$ cat config.mk
export PLATFORM = sky130hd
export DESIGN_NAME = rtdt_div
export DESIGN_NICKNAME = d
export VERILOG_FILES = /design/src/rtl/rtdt_pkg.sv /design/src/rtl/rtdt_div.sv
export SDC_FILE = /design/constraint.sdc
export NUM_CORES = 2
export LEC_CHECK = 0
export BUFFER_PORTS_ARGS = -buffer_cell sky130_fd_sc_hd__buf_2
export CAP_MARGIN = 20
export CORE_UTILIZATION = 45
export CTS_CLUSTER_SIZE = 24
export DETAILED_ROUTE_END_ITERATION = 8
export SYNTH_ARGS = -nofsm -noshare
export SYNTH_HDL_FRONTEND = slang
export SYNTH_SLANG_ARGS = --single-unit
$ cat constraint.sdc
create_clock -name clk -period 8.38 [get_ports clk]
set_input_delay 1.257 -clock clk [delete_from_list [all_inputs] [get_ports clk]]
set_output_delay 1.257 -clock clk [all_outputs]
set_load 0.01 [all_outputs]
$ cat src/rtl/rtdt_pkg.sv
package rtdt_pkg;

  localparam int CODE_BITS = 15;
  localparam int RREF_W    = 20;
  localparam int R0_W      = 18;
  localparam int TEMP_W    = 20;

  // numerator c*rref << (24-CODE_BITS): 15+20+9 = 44 bits
  localparam int NUM_W  = CODE_BITS + RREF_W + (24 - CODE_BITS);
  // x in Q24, only values below 2^27 are in range
  localparam int XQ_W   = 28;
  localparam int D_W    = 59;           // radicand width (P < 2^59)
  localparam int S_W    = 30;           // root width

  localparam logic [31:0]    K_C  = 32'd2255859375;
  localparam logic [D_W-1:0] K_P  = 59'd15274808890000 * 59'd16384
                                    + 59'd2255859375 * 59'd16777216;
  localparam logic [S_W-1:0] K_AS = 30'd500262400;
  localparam logic signed [TEMP_W-1:0] T_MIN = -20'sd25000;
  localparam logic signed [TEMP_W-1:0] T_MAX = 20'sd340000;

  localparam logic [0:0] REG_RREF = 1'b0;
  localparam logic [0:0] REG_R0   = 1'b1;

endpackage

$ cat src/rtl/rtdt_div.sv
// Pipelined restoring divider: one quotient bit per stage.
// Quotient limited to rtdt_pkg::XQ_W-1 bits; overflow flags quotient >= 2^27.
module rtdt_div (
  input  logic                        clk,
  input  logic                        rst,
  input  logic                        in_valid,
  input  logic [rtdt_pkg::NUM_W-1:0]  num,
  input  logic [rtdt_pkg::R0_W-1:0]   den,
  output logic                        out_valid,
  output logic [rtdt_pkg::XQ_W-2:0]   quo,
  output logic                        ovf
);
  localparam int NW = rtdt_pkg::NUM_W;
  localparam int QB = rtdt_pkg::XQ_W - 1;   // 27 quotient bits
  localparam int HI = NW - QB;              // high part checked against den<<QB
  localparam int RW = rtdt_pkg::R0_W + 1;

  logic              v   [0:QB];
  logic [RW-1:0]     rem [0:QB];
  logic [NW-1:0]     nm  [0:QB];
  logic [rtdt_pkg::R0_W-1:0] dd [0:QB];
  logic [QB-1:0]     q   [0:QB];
  logic              of  [0:QB];

  // stage 0: overflow check, quotient >= 2^27 iff num[NW-1:QB] >= den
  always_ff @(posedge clk) begin
    if (rst) v[0] <= 1'b0;
    else     v[0] <= in_valid;
    nm[0]  <= num;
    dd[0]  <= den;
    rem[0] <= '0;
    q[0]   <= '0;
    of[0]  <= ({1'b0, num[NW-1:QB]} >= den);
  end

  for (genvar i = 0; i < QB; i++) begin : g_st
    logic [RW-1:0] part;
    logic [RW-1:0] pre;
    logic          ge;
    // remainder below den when no overflow; start with high bits folded in at step 0
    always_comb begin
      if (i == 0) pre = {{(RW-HI){1'b0}}, nm[0][NW-1:QB]} ;
      else        pre = rem[i];
      part = (i == 0) ? pre : {pre[RW-2:0], nm[i][QB-i]};
      ge   = part >= {1'b0, dd[i]};
    end
    always_ff @(posedge clk) begin
      if (rst) v[i+1] <= 1'b0;
      else     v[i+1] <= v[i];
      nm[i+1] <= nm[i];
      dd[i+1] <= dd[i];
      of[i+1] <= of[i];
      if (i == 0) begin
        // with overflow cleared, high part < den; next stage brings in bit QB-1
        rem[i+1] <= part;
        q[i+1]   <= q[i];
      end else begin
        rem[i+1] <= ge ? part - {1'b0, dd[i]} : part;
        q[i+1]   <= {q[i][QB-2:0], ge};
      end
    end
  end

  // final bit
  logic [RW-1:0] lpart;
  logic          lge;
  assign lpart = {rem[QB][RW-2:0], nm[QB][0]};
  assign lge   = lpart >= {1'b0, dd[QB]};

  always_ff @(posedge clk) begin
    if (rst) out_valid <= 1'b0;
    else     out_valid <= v[QB];
    quo <= {q[QB][QB-2:0], lge};
    ovf <= of[QB];
  end
endmodule

==> out/results.tsv <==
metric	value	unit
Yosys cell types	87	
Post-CTS Setup Inserts	0	
Hold Crit Class	reg -> reg	
vias in the first global route	41100	
Top FF cell, synth	dfxtp_1	
Die Wd	386.6	µm
post-synthesis register bit count	1847	
status	finished, final reports clean	
measured slew at the worst slew-check pin	1050	ps
critical path's slowest cell	o31ai_1	
Setup TNS	0	ps
Starting Density	45.51	%
PortBufs	93	
diode count	0	
leading cell type in the layout, fill and taps excluded	dfxtp_1	
Rows	140	
CP most frequent cell	o31a_1	
first-pass iteration count of the detailed router	6	
synthesized area per cell	10.74	µm²
initial antenna violation count	3	
Final HPWL DP	97530	µm
most frequent cells in the layout	dfxtp_1, inv_1, ha_1, a21oi_1, o21ai_0	
die area	149500	µm²
Post-synth EDFFs	0	
Startpoint Class	flop	
via density per instance	4.963	
yosys warns	0	
part of the cycle the worst path needs	41.54	%
Max clock buf depth	3	
Worst-Skew Late Latency	780	ps
syn nets	6792	
CTS Hold Bufs	0	
RSZ-0062 raised after global routing	false	
root buffer cell	clkbuf_16	
worst setup path class	reg -> reg	
DRT iter0 DRCs	2307	
Max VDD drop	208.8	µV
layout cell share with drive strength beyond 1	10.85	%
first-pass GRT wire length	211600	µm
worst path required time	9050	ps
# IOs	94	
Slew HR	29.82	%
fin crit period	3481	ps
CTS tree	built	
die height	386.6	µm
Max Clk Rate	0.2873	GHz
post-cts resize count	0	
final hold vios	0	
Synth Area in Adders	10.24	%
mux contribution to synthesized area	4.410	%
# clock sinks	1847	
power density over the cells	440.6	nW/µm²
placed cell area	69160	µm²
Post-Synth XOR/XNOR Area	4.921	%
nets	6991	
post-synthesis compound-gate area fraction	13.13	%
CP endpoint kind	flop	
Post-Route WL	130600	µm
Final ANT Viol Nets	0	
Core ar.	146300	µm²
Final Wtd Congestion	0.9015	
DRC violations left	0	
GRT Overall Usage	17.29	%
grt total ovfl	0	
asr flop ratio synth	0	%
critical path, cell by cell	inv_1 -> ha_1 -> nor2b_1 -> o31a_1 -> o31a_1 -> o31ai_1 -> o21ai_1 -> a31oi_2 -> buf_4 -> mux2_2	
DR WL/cell	15.43	µm
largest net degree at the start of global routing	37	
total power	33.30	mW
area delta synth->final	13.55	%
Synth Cell Area	66570	µm²
largest family of logic cells by synthesized area	compound AO/OA/AOI/OAI gates	
critical-path maximum fanout	34	
MaxCap Viol Count	0	
Worst Skew	20.24	ps
Slew Limit Fails	0	
CTS Buf Count	183	
Seq/Total Area, Yosys	55.55	%
design area	75580	µm²
setup violators final	0	
post-synthesis simple-gate area fraction	7.560	%
P_leak	33.95	nW
DR vias	41990	
Largest stage delay, worst path	550	ps
H-tree levels	4	
Syn Inst Count	6198	
clock transition at the registers of the reported paths	60	ps
Worst EP arrival	4150	ps
## per-stage QoR
stage	utilization [%]	setup WS (ps)	hold WS, ps	cells
floorplan	-	5497	309.6	6198
global placement	47.29	4866	309.6	8127
finish	51.68	4899	311.3	8460
CTS	51.66	4728	315.0	8458
global route	51.68	4667	314.7	8460
detailed placement	47.29	4741	312.1	8127
## cells in the mapped netlist (17+ instances only)
cell type  count  area, µm²
nor4_1        19      118.9
mux2_2       225       2534
o31a_1        18      157.7
o21bai_1      39      292.8
nand4_1       67      419.2
a21boi_0      19      142.6
o21a_1        74      555.5
and3_1        33      206.5
clkbuf_1      65      244.0
nor2b_1       73      456.7
o21ai_0      349       1747
xnor2_1      230       2014
fa_1          26      520.5
o31ai_1       37      277.8
o211ai_1      32      240.2
nor3_1        51      255.2
nand2b_1      32      200.2
mux2i_1       18      180.2
a31oi_1       42      262.8
a21oi_1      433       2167
and2_1        17      106.4
a21o_1       154       1156
xor2_1       144       1261
buf_2         20      100.1
nand3_1       92      460.4
inv_1        627       2354
a211oi_1      53      397.9
nand2_1      338       1269
dfxtp_1     1847      36980
ha_1         503       6294
nor2_1       290       1089
## cell type report
cell class | count | area (µm²)
Timing Repair Buffer | 112 | 615.6
Fill cell | 13050 | 70680
Clock inverter | 89 | 1140
Tap cell | 1917 | 2399
Clock buffer | 242 | 5258
Sequential cell | 1847 | 36980
Inverter | 627 | 2354
Multi-Input combinational cell | 3626 | 26840
## power by group
part           switching [mW]  internal [mW]  total [mW]
sequential               1.19           11.2        12.4
combinational            6.70           5.78        12.5
clock                    3.35           5.10        8.45
## worst max-delay path, delay by kind of cell (launching register included)
kind	cells	cell delay, ps
flops	1	470
fa+ha+maj	1	320
compound gates	5	1560
buf+inv	2	470
mux	1	400
simple gates	1	150
## registers in the layout, summed over array words and instances, names as in the netlist
register	flops
out_valid	1
rem	469
ovf	1
quo	27
v	28
dd	504
of	28
nm	438
q	351
## routing by layer
layer | wire [µm] | up-vias | track usage (%)
li1 | - | 21640 | -
met1 | 63730 | 19410 | 23.43
met4 | 3098 | 0 | 5.339
met3 | 5009 | 229 | 2.883
met2 | 58720 | 702 | 28.06
met5 | 0 | - | 0
## cells by family after synthesis
kind of cell,count (synthesis)
xor gates and xnor gates,374
DFF,1847
adders and majority gates,529
and+or+nand+nor,1071
buffers and inverters,725
muxes,258
AOI/OAI and AO/OA,1394
## path summary, 6_finish.rpt
path | cells after the start | start | slack [ps] | end
worst min register to register | 0 | nm[12][14] | 310 | nm[13][14]
worst min-delay path | 0 | nm[12][14] | 310 | nm[13][14]
worst max-delay path | 10 | dd[0][235] | 4900 | rem[0][271]
worst max register to register | 10 | dd[0][235] | 4900 | rem[0][271]
No activity file was read; power rests on OpenSTA's default activity.
