$ cat src/rtl/rtdt_pkg.sv
package rtdt_pkg;

  localparam int CODE_BITS = 15;
  localparam int RREF_W    = 20;
  localparam int R0_W      = 18;
  localparam int TEMP_W    = 20;

  // numerator c*rref << (24-CODE_BITS): 15+20+9 = 44 bits
  localparam int NUM_W  = CODE_BITS + RREF_W + (24 - CODE_BITS);
  // x in Q24, only values below 2^27 are in range
  localparam int XQ_W   = 28;
  localparam int D_W    = 59;           // radicand width (P < 2^59)
  localparam int S_W    = 30;           // root width

  localparam logic [31:0]    K_C  = 32'd2255859375;
  localparam logic [D_W-1:0] K_P  = 59'd15274808890000 * 59'd16384
                                    + 59'd2255859375 * 59'd16777216;
  localparam logic [S_W-1:0] K_AS = 30'd500262400;
  localparam logic signed [TEMP_W-1:0] T_MIN = -20'sd25000;
  localparam logic signed [TEMP_W-1:0] T_MAX = 20'sd340000;

  localparam logic [0:0] REG_RREF = 1'b0;
  localparam logic [0:0] REG_R0   = 1'b1;

endpackage

$ cat src/rtl/rtdt_sqrt.sv
// Pipelined bit-pair integer square root, one result bit per stage.
module rtdt_sqrt (
  input  logic                       clk,
  input  logic                       rst,
  input  logic                       in_valid,
  input  logic [rtdt_pkg::D_W-1:0]   rad,
  input  logic                       inv_in,
  output logic                       out_valid,
  output logic [rtdt_pkg::S_W-1:0]   root,
  output logic                       inv_out
);
  localparam int SW = rtdt_pkg::S_W;
  localparam int PW = 2 * SW;
  localparam int RW = SW + 2;

  logic          v   [0:SW];
  logic          iv  [0:SW];
  logic [PW-1:0] rd  [0:SW];
  logic [RW-1:0] rem [0:SW];
  logic [SW-1:0] r   [0:SW];

  always_comb begin
    v[0]   = in_valid;
    iv[0]  = inv_in;
    rd[0]  = {1'b0, rad};
    rem[0] = '0;
    r[0]   = '0;
  end

  for (genvar i = 0; i < SW; i++) begin : g_st
    logic [RW-1:0] t;
    logic [RW-1:0] trial;
    logic          ge;
    assign t     = {rem[i][RW-3:0], rd[i][PW-1-2*i -: 2]};
    assign trial = {r[i], 2'b01};
    assign ge    = t >= trial;
    always_ff @(posedge clk) begin
      if (rst) v[i+1] <= 1'b0;
      else     v[i+1] <= v[i];
      iv[i+1]  <= iv[i];
      rd[i+1]  <= rd[i];
      rem[i+1] <= ge ? t - trial : t;
      r[i+1]   <= {r[i][SW-2:0], ge};
    end
  end

  assign out_valid = v[SW];
  assign root      = r[SW];
  assign inv_out   = iv[SW];
endmodule

$ cat config.mk
export PLATFORM = sky130hd
export DESIGN_NAME = rtdt_sqrt
export DESIGN_NICKNAME = d
export VERILOG_FILES = /design/src/rtl/rtdt_pkg.sv /design/src/rtl/rtdt_sqrt.sv
export SDC_FILE = /design/constraint.sdc
export NUM_CORES = 2
export LEC_CHECK = 0
export ABC_AREA = 1
export CORE_MARGIN = 2
export CORE_UTILIZATION = 50
export CTS_CLUSTER_DIAMETER = 200
export DETAILED_ROUTE_END_ITERATION = 7
export DONT_BUFFER_PORTS = 1
export GPL_ROUTABILITY_DRIVEN = 0
export PLACE_DENSITY_LB_ADDON = 0.1
export SYNTH_ARGS = -nofsm -noshare
export SYNTH_HDL_FRONTEND = slang
export SYNTH_SLANG_ARGS = --single-unit
export TNS_END_PERCENT = 20
$ cat constraint.sdc
create_clock -name clk -period 2.15 [get_ports clk]
set_input_delay 0.215 -clock clk [delete_from_list [all_inputs] [get_ports clk]]
set_output_delay 0.215 -clock clk [all_outputs]
set_load 0.02 [all_outputs]
==> results.json <==
{
  "crit_required_ns": 2.89,
  "syn_avg_cell_area_um2": 7.24,
  "grtUsageMet3_pct": 3.60,
  "worstPathMaxFanout": 8,
  "gr-usage-all-layers_pct": 26.7,
  "setup_tns_ns": 0,
  "critPathLaunchType": "flop",
  "outcome": "finished with violations",
  "die_h_um": 444,
  "drtAntennaViolNets": 0,
  "cts-buffers-inserted": 217,
  "met2_usage_pct": 47.3,
  "leakagePower_nw": 62.4,
  "finalHoldViolCount": 0,
  "fin_worst_skew_ns": 0.0644,
  "fin_util_pct": 61.3,
  "firstDrtPassIters": 8,
  "layout-drive-gt1-share_pct": 13.3,
  "min-delay-path-class": "reg2reg",
  "io_buffers": 0,
  "clk_latency_ns": 0.90,
  "synth_compound_area_share_pct": 5.24,
  "dr.first_iter.drc_count": 6708,
  "ioPinCount": 95,
  "routed_wl_mm": 273,
  "relSlewSlack_pct": 34.9,
  "synthXorXnorAreaFrac_pct": 3.17,
  "syn_area_um2": 96600,
  "grt_pass1_vias": 82162,
  "muxShareOfSynthArea_pct": 0,
  "initial_core_util_pct": 50.3,
  "ir_drop_mv": 0.890,
  "cts_tree": "yes",
  "path_clk_slew_ns": 0.06,
  "total_power_mw": 130,
  "fin_crit_ns": 2.15,
  "synthAdderAreaFrac_pct": 6.41,
  "finalCritPeriodShare_pct": 99.8,
  "cts_sinks": 2217,
  "synthArstFlopShare_pct": 0,
  "power_density_nw_per_um2": 1100,
  "seq_area_frac_synth_pct": 45.9,
  "maxSlewViolCount": 0,
  "viasPerCell": 4.98,
  "endpoint": "g_st[21].t[4]",
  "reg2reg_from": "g_st[20].t[29]",
  "clk_path_buf_depth": 3,
  "grt-busiest-layer": "met2",
  "syn_nets": 13904,
  "synth-edff-count": 0,
  "violations": "design-rule violations",
  "reg2reg_to": "g_st[21].t[4]",
  "synth_warnings": 0,
  "wl_per_cell_um": 16.0,
  "grt_first_pass_wirelength_mm": 422,
  "synth_simple_gate_area_share_pct": 29.1,
  "placed_cells": 16524,
  "fmax_ghz": 0.466,
  "post_dp_cell_area_um2": 105000,
  "setup_viol": 0,
  "htreeDepth": 4,
  "met1_usage_pct": 31.1,
  "drc": 2,
  "synth_top_family_by_area": "simple AND/OR/NAND/NOR gates",
  "ys.flop_type": "dfxtp_1",
  "die_x_um": 444,
  "dp_hpwl_mm": 214,
  "maxCapViolations": 0,
  "vias": 85287,
  "cp-startpoint": "g_st[20].t[29]",
  "grt_max_degree": 34,
  "ys_ff_latch": 2217,
  "synthCells": 13346,
  "nNetsFinal": 14957,
  "stdcell_count": 17118,
  "grt_setup_unrepaired": "yes",
  "layout-area-overhead-vs-synth_pct": 21.9,
  "dieArea_um2": 197000,
  "synth.distinct_cells": 52,
  "cts_root_buffer": "clkbuf_16",
  "placementRows": 161,
  "finalInstanceArea_um2": 118000,
  "grt_overflow": 0,
  "ff2ff_path_depth": 8,
  "antenna_found_initial": 1,
  "cp-end-kind": "flop",
  "ff2ff_setup_slack_ns": 0.003,
  "core_um2": 192000,
  "worstSetupPathType": "reg2reg",
  "tightest_slew_ns": 0.973,
  "cp.arrival_ns": 2.89
}
==> Yosys cell counts, types with 48 or more instances <==
library cell,instances,area [um^2]
nand3b_1,77,578
nor2_1,1070,4020
nor3_1,136,681
xor2_1,233,2040
o21ai_1,49,245
o21ai_0,286,1430
ha_1,495,6190
buf_2,48,240
nand4_1,176,1100
nand3_1,767,3840
dfxtp_1,2217,44400
nand2_1,4409,16500
inv_1,2357,8850
xnor2_1,117,1020
a21oi_1,533,2670
==> critical path, cell delays in order, from the launching register on <==
cell and delay, ns:
dfxtp_1 0.42, nor3_1 0.61, nand2_1 0.14, a21oi_2 0.17
inv_2 0.06, nor2_4 0.21, buf_6 0.17, clkbuf_16 0.16
o21ai_0 0.07
==> cells by family after synthesis <==
group | count (synthesis)
AO/OA/AOI/OAI | 960
XOR/XNOR | 350
flip-flops | 2217
buffers and inverters | 2496
adder cells (fa/ha/maj) | 495
AND/OR/NAND/NOR | 6827
other | 1
==> power by group <==
| group | internal, mW | switching [mW] | total (mW) |
|---|---|---|---|
| registers | 47.9 | 6.50 | 54.5 |
| clock network | 22.8 | 16.8 | 39.6 |
| logic | 14.2 | 21.4 | 35.6 |
| total | 85.0 | 44.7 | 130 |
==> per-stage QoR <==
| stage | setup WS [ns] | hold WS, ns |
|---|---|---|
| after floorplan | 0.275 | 0.243 |
| after global placement | -0.153 | 0.243 |
| after detailed placement | -0.222 | 0.243 |
| after CTS | -0.0364 | 0.288 |
| after global routing | -0.106 | 0.300 |
| final | 0.00337 | 0.297 |
==> final cells by class <==
type / instances / area [um^2]
tap: 2526 / 3160
timing repair buffer: 946 / 8180
clock inverter: 122 / 1620
multi-input combinational: 8633 / 45100
inverter: 2383 / 9000
timing repair inverter: 1 / 8.76
sequential: 2217 / 44600
antenna: 3 / 7.51
fill: 17385 / 74400
clock buffer: 287 / 6090
==> timing repair <==
item / 4_1_cts / 5_1_grt
resized for setup: 102 / 624
hold buffers: 123 / 0
endpoints found under the setup margin: 265 / 692
buffers inserted: 0 / 40
pin swaps: 1 / 78
hold endpoints to repair: 90 / 0
gates cloned: 1 / 18
==> cell usage in the layout, fill, tap and decap left out, drive strengths merged, types with 6 or more instances in the layout <==
cell and count:
nor2 1097, nand3 781, clkbuf 300, a21o 8
xor2 233, bufinv 21, nand2 4425, clkinvlp 20
nand3b 77, clkinv 70, dfxtp 2217, nor3 144
inv 2395, and3 12, nor3b 9, a21boi 12
nand4 178, and2 42, or2 43, buf 810
xnor2 117, o21bai 29, o21ai 340, nor4 13
ha 495, dlygate4sd3 123, o211ai 6, a21oi 550
o21a 10
==> sequential cells by signal, summed over array words and instances, names as in the netlist <==
name / cells
v: 29
out_valid: 1
rd: 812
root: 30
iv: 29
inv_out: 1
g_st.t: 880
g_st.trial: 435
==> how the worst min path moves through the flow <==
stage | startpoint | endpoint | slack (ns) | depth (start not counted)
2_1_floorplan | rad[56] | g_st[1].t[0] | 0.24 | 0
3_3_place_gp | rad[53] | rd[1793] | 0.24 | 0
3_5_place_dp | rad[14] | rd[1754] | 0.24 | 0
4_1_cts | rd[1483] | rd[1423] | 0.29 | 0
5_1_grt | rd[1483] | rd[1423] | 0.30 | 0
6_report | rd[1175] | g_st[12].t[1] | 0.30 | 0
==> layer usage <==
layer	share of wire, %	wire, um
met3	5.9	16100
met1	40	109000
met2	48	132000
met5	0	0
met4	5.8	15800
No activity file was read; power rests on OpenSTA's default activity.
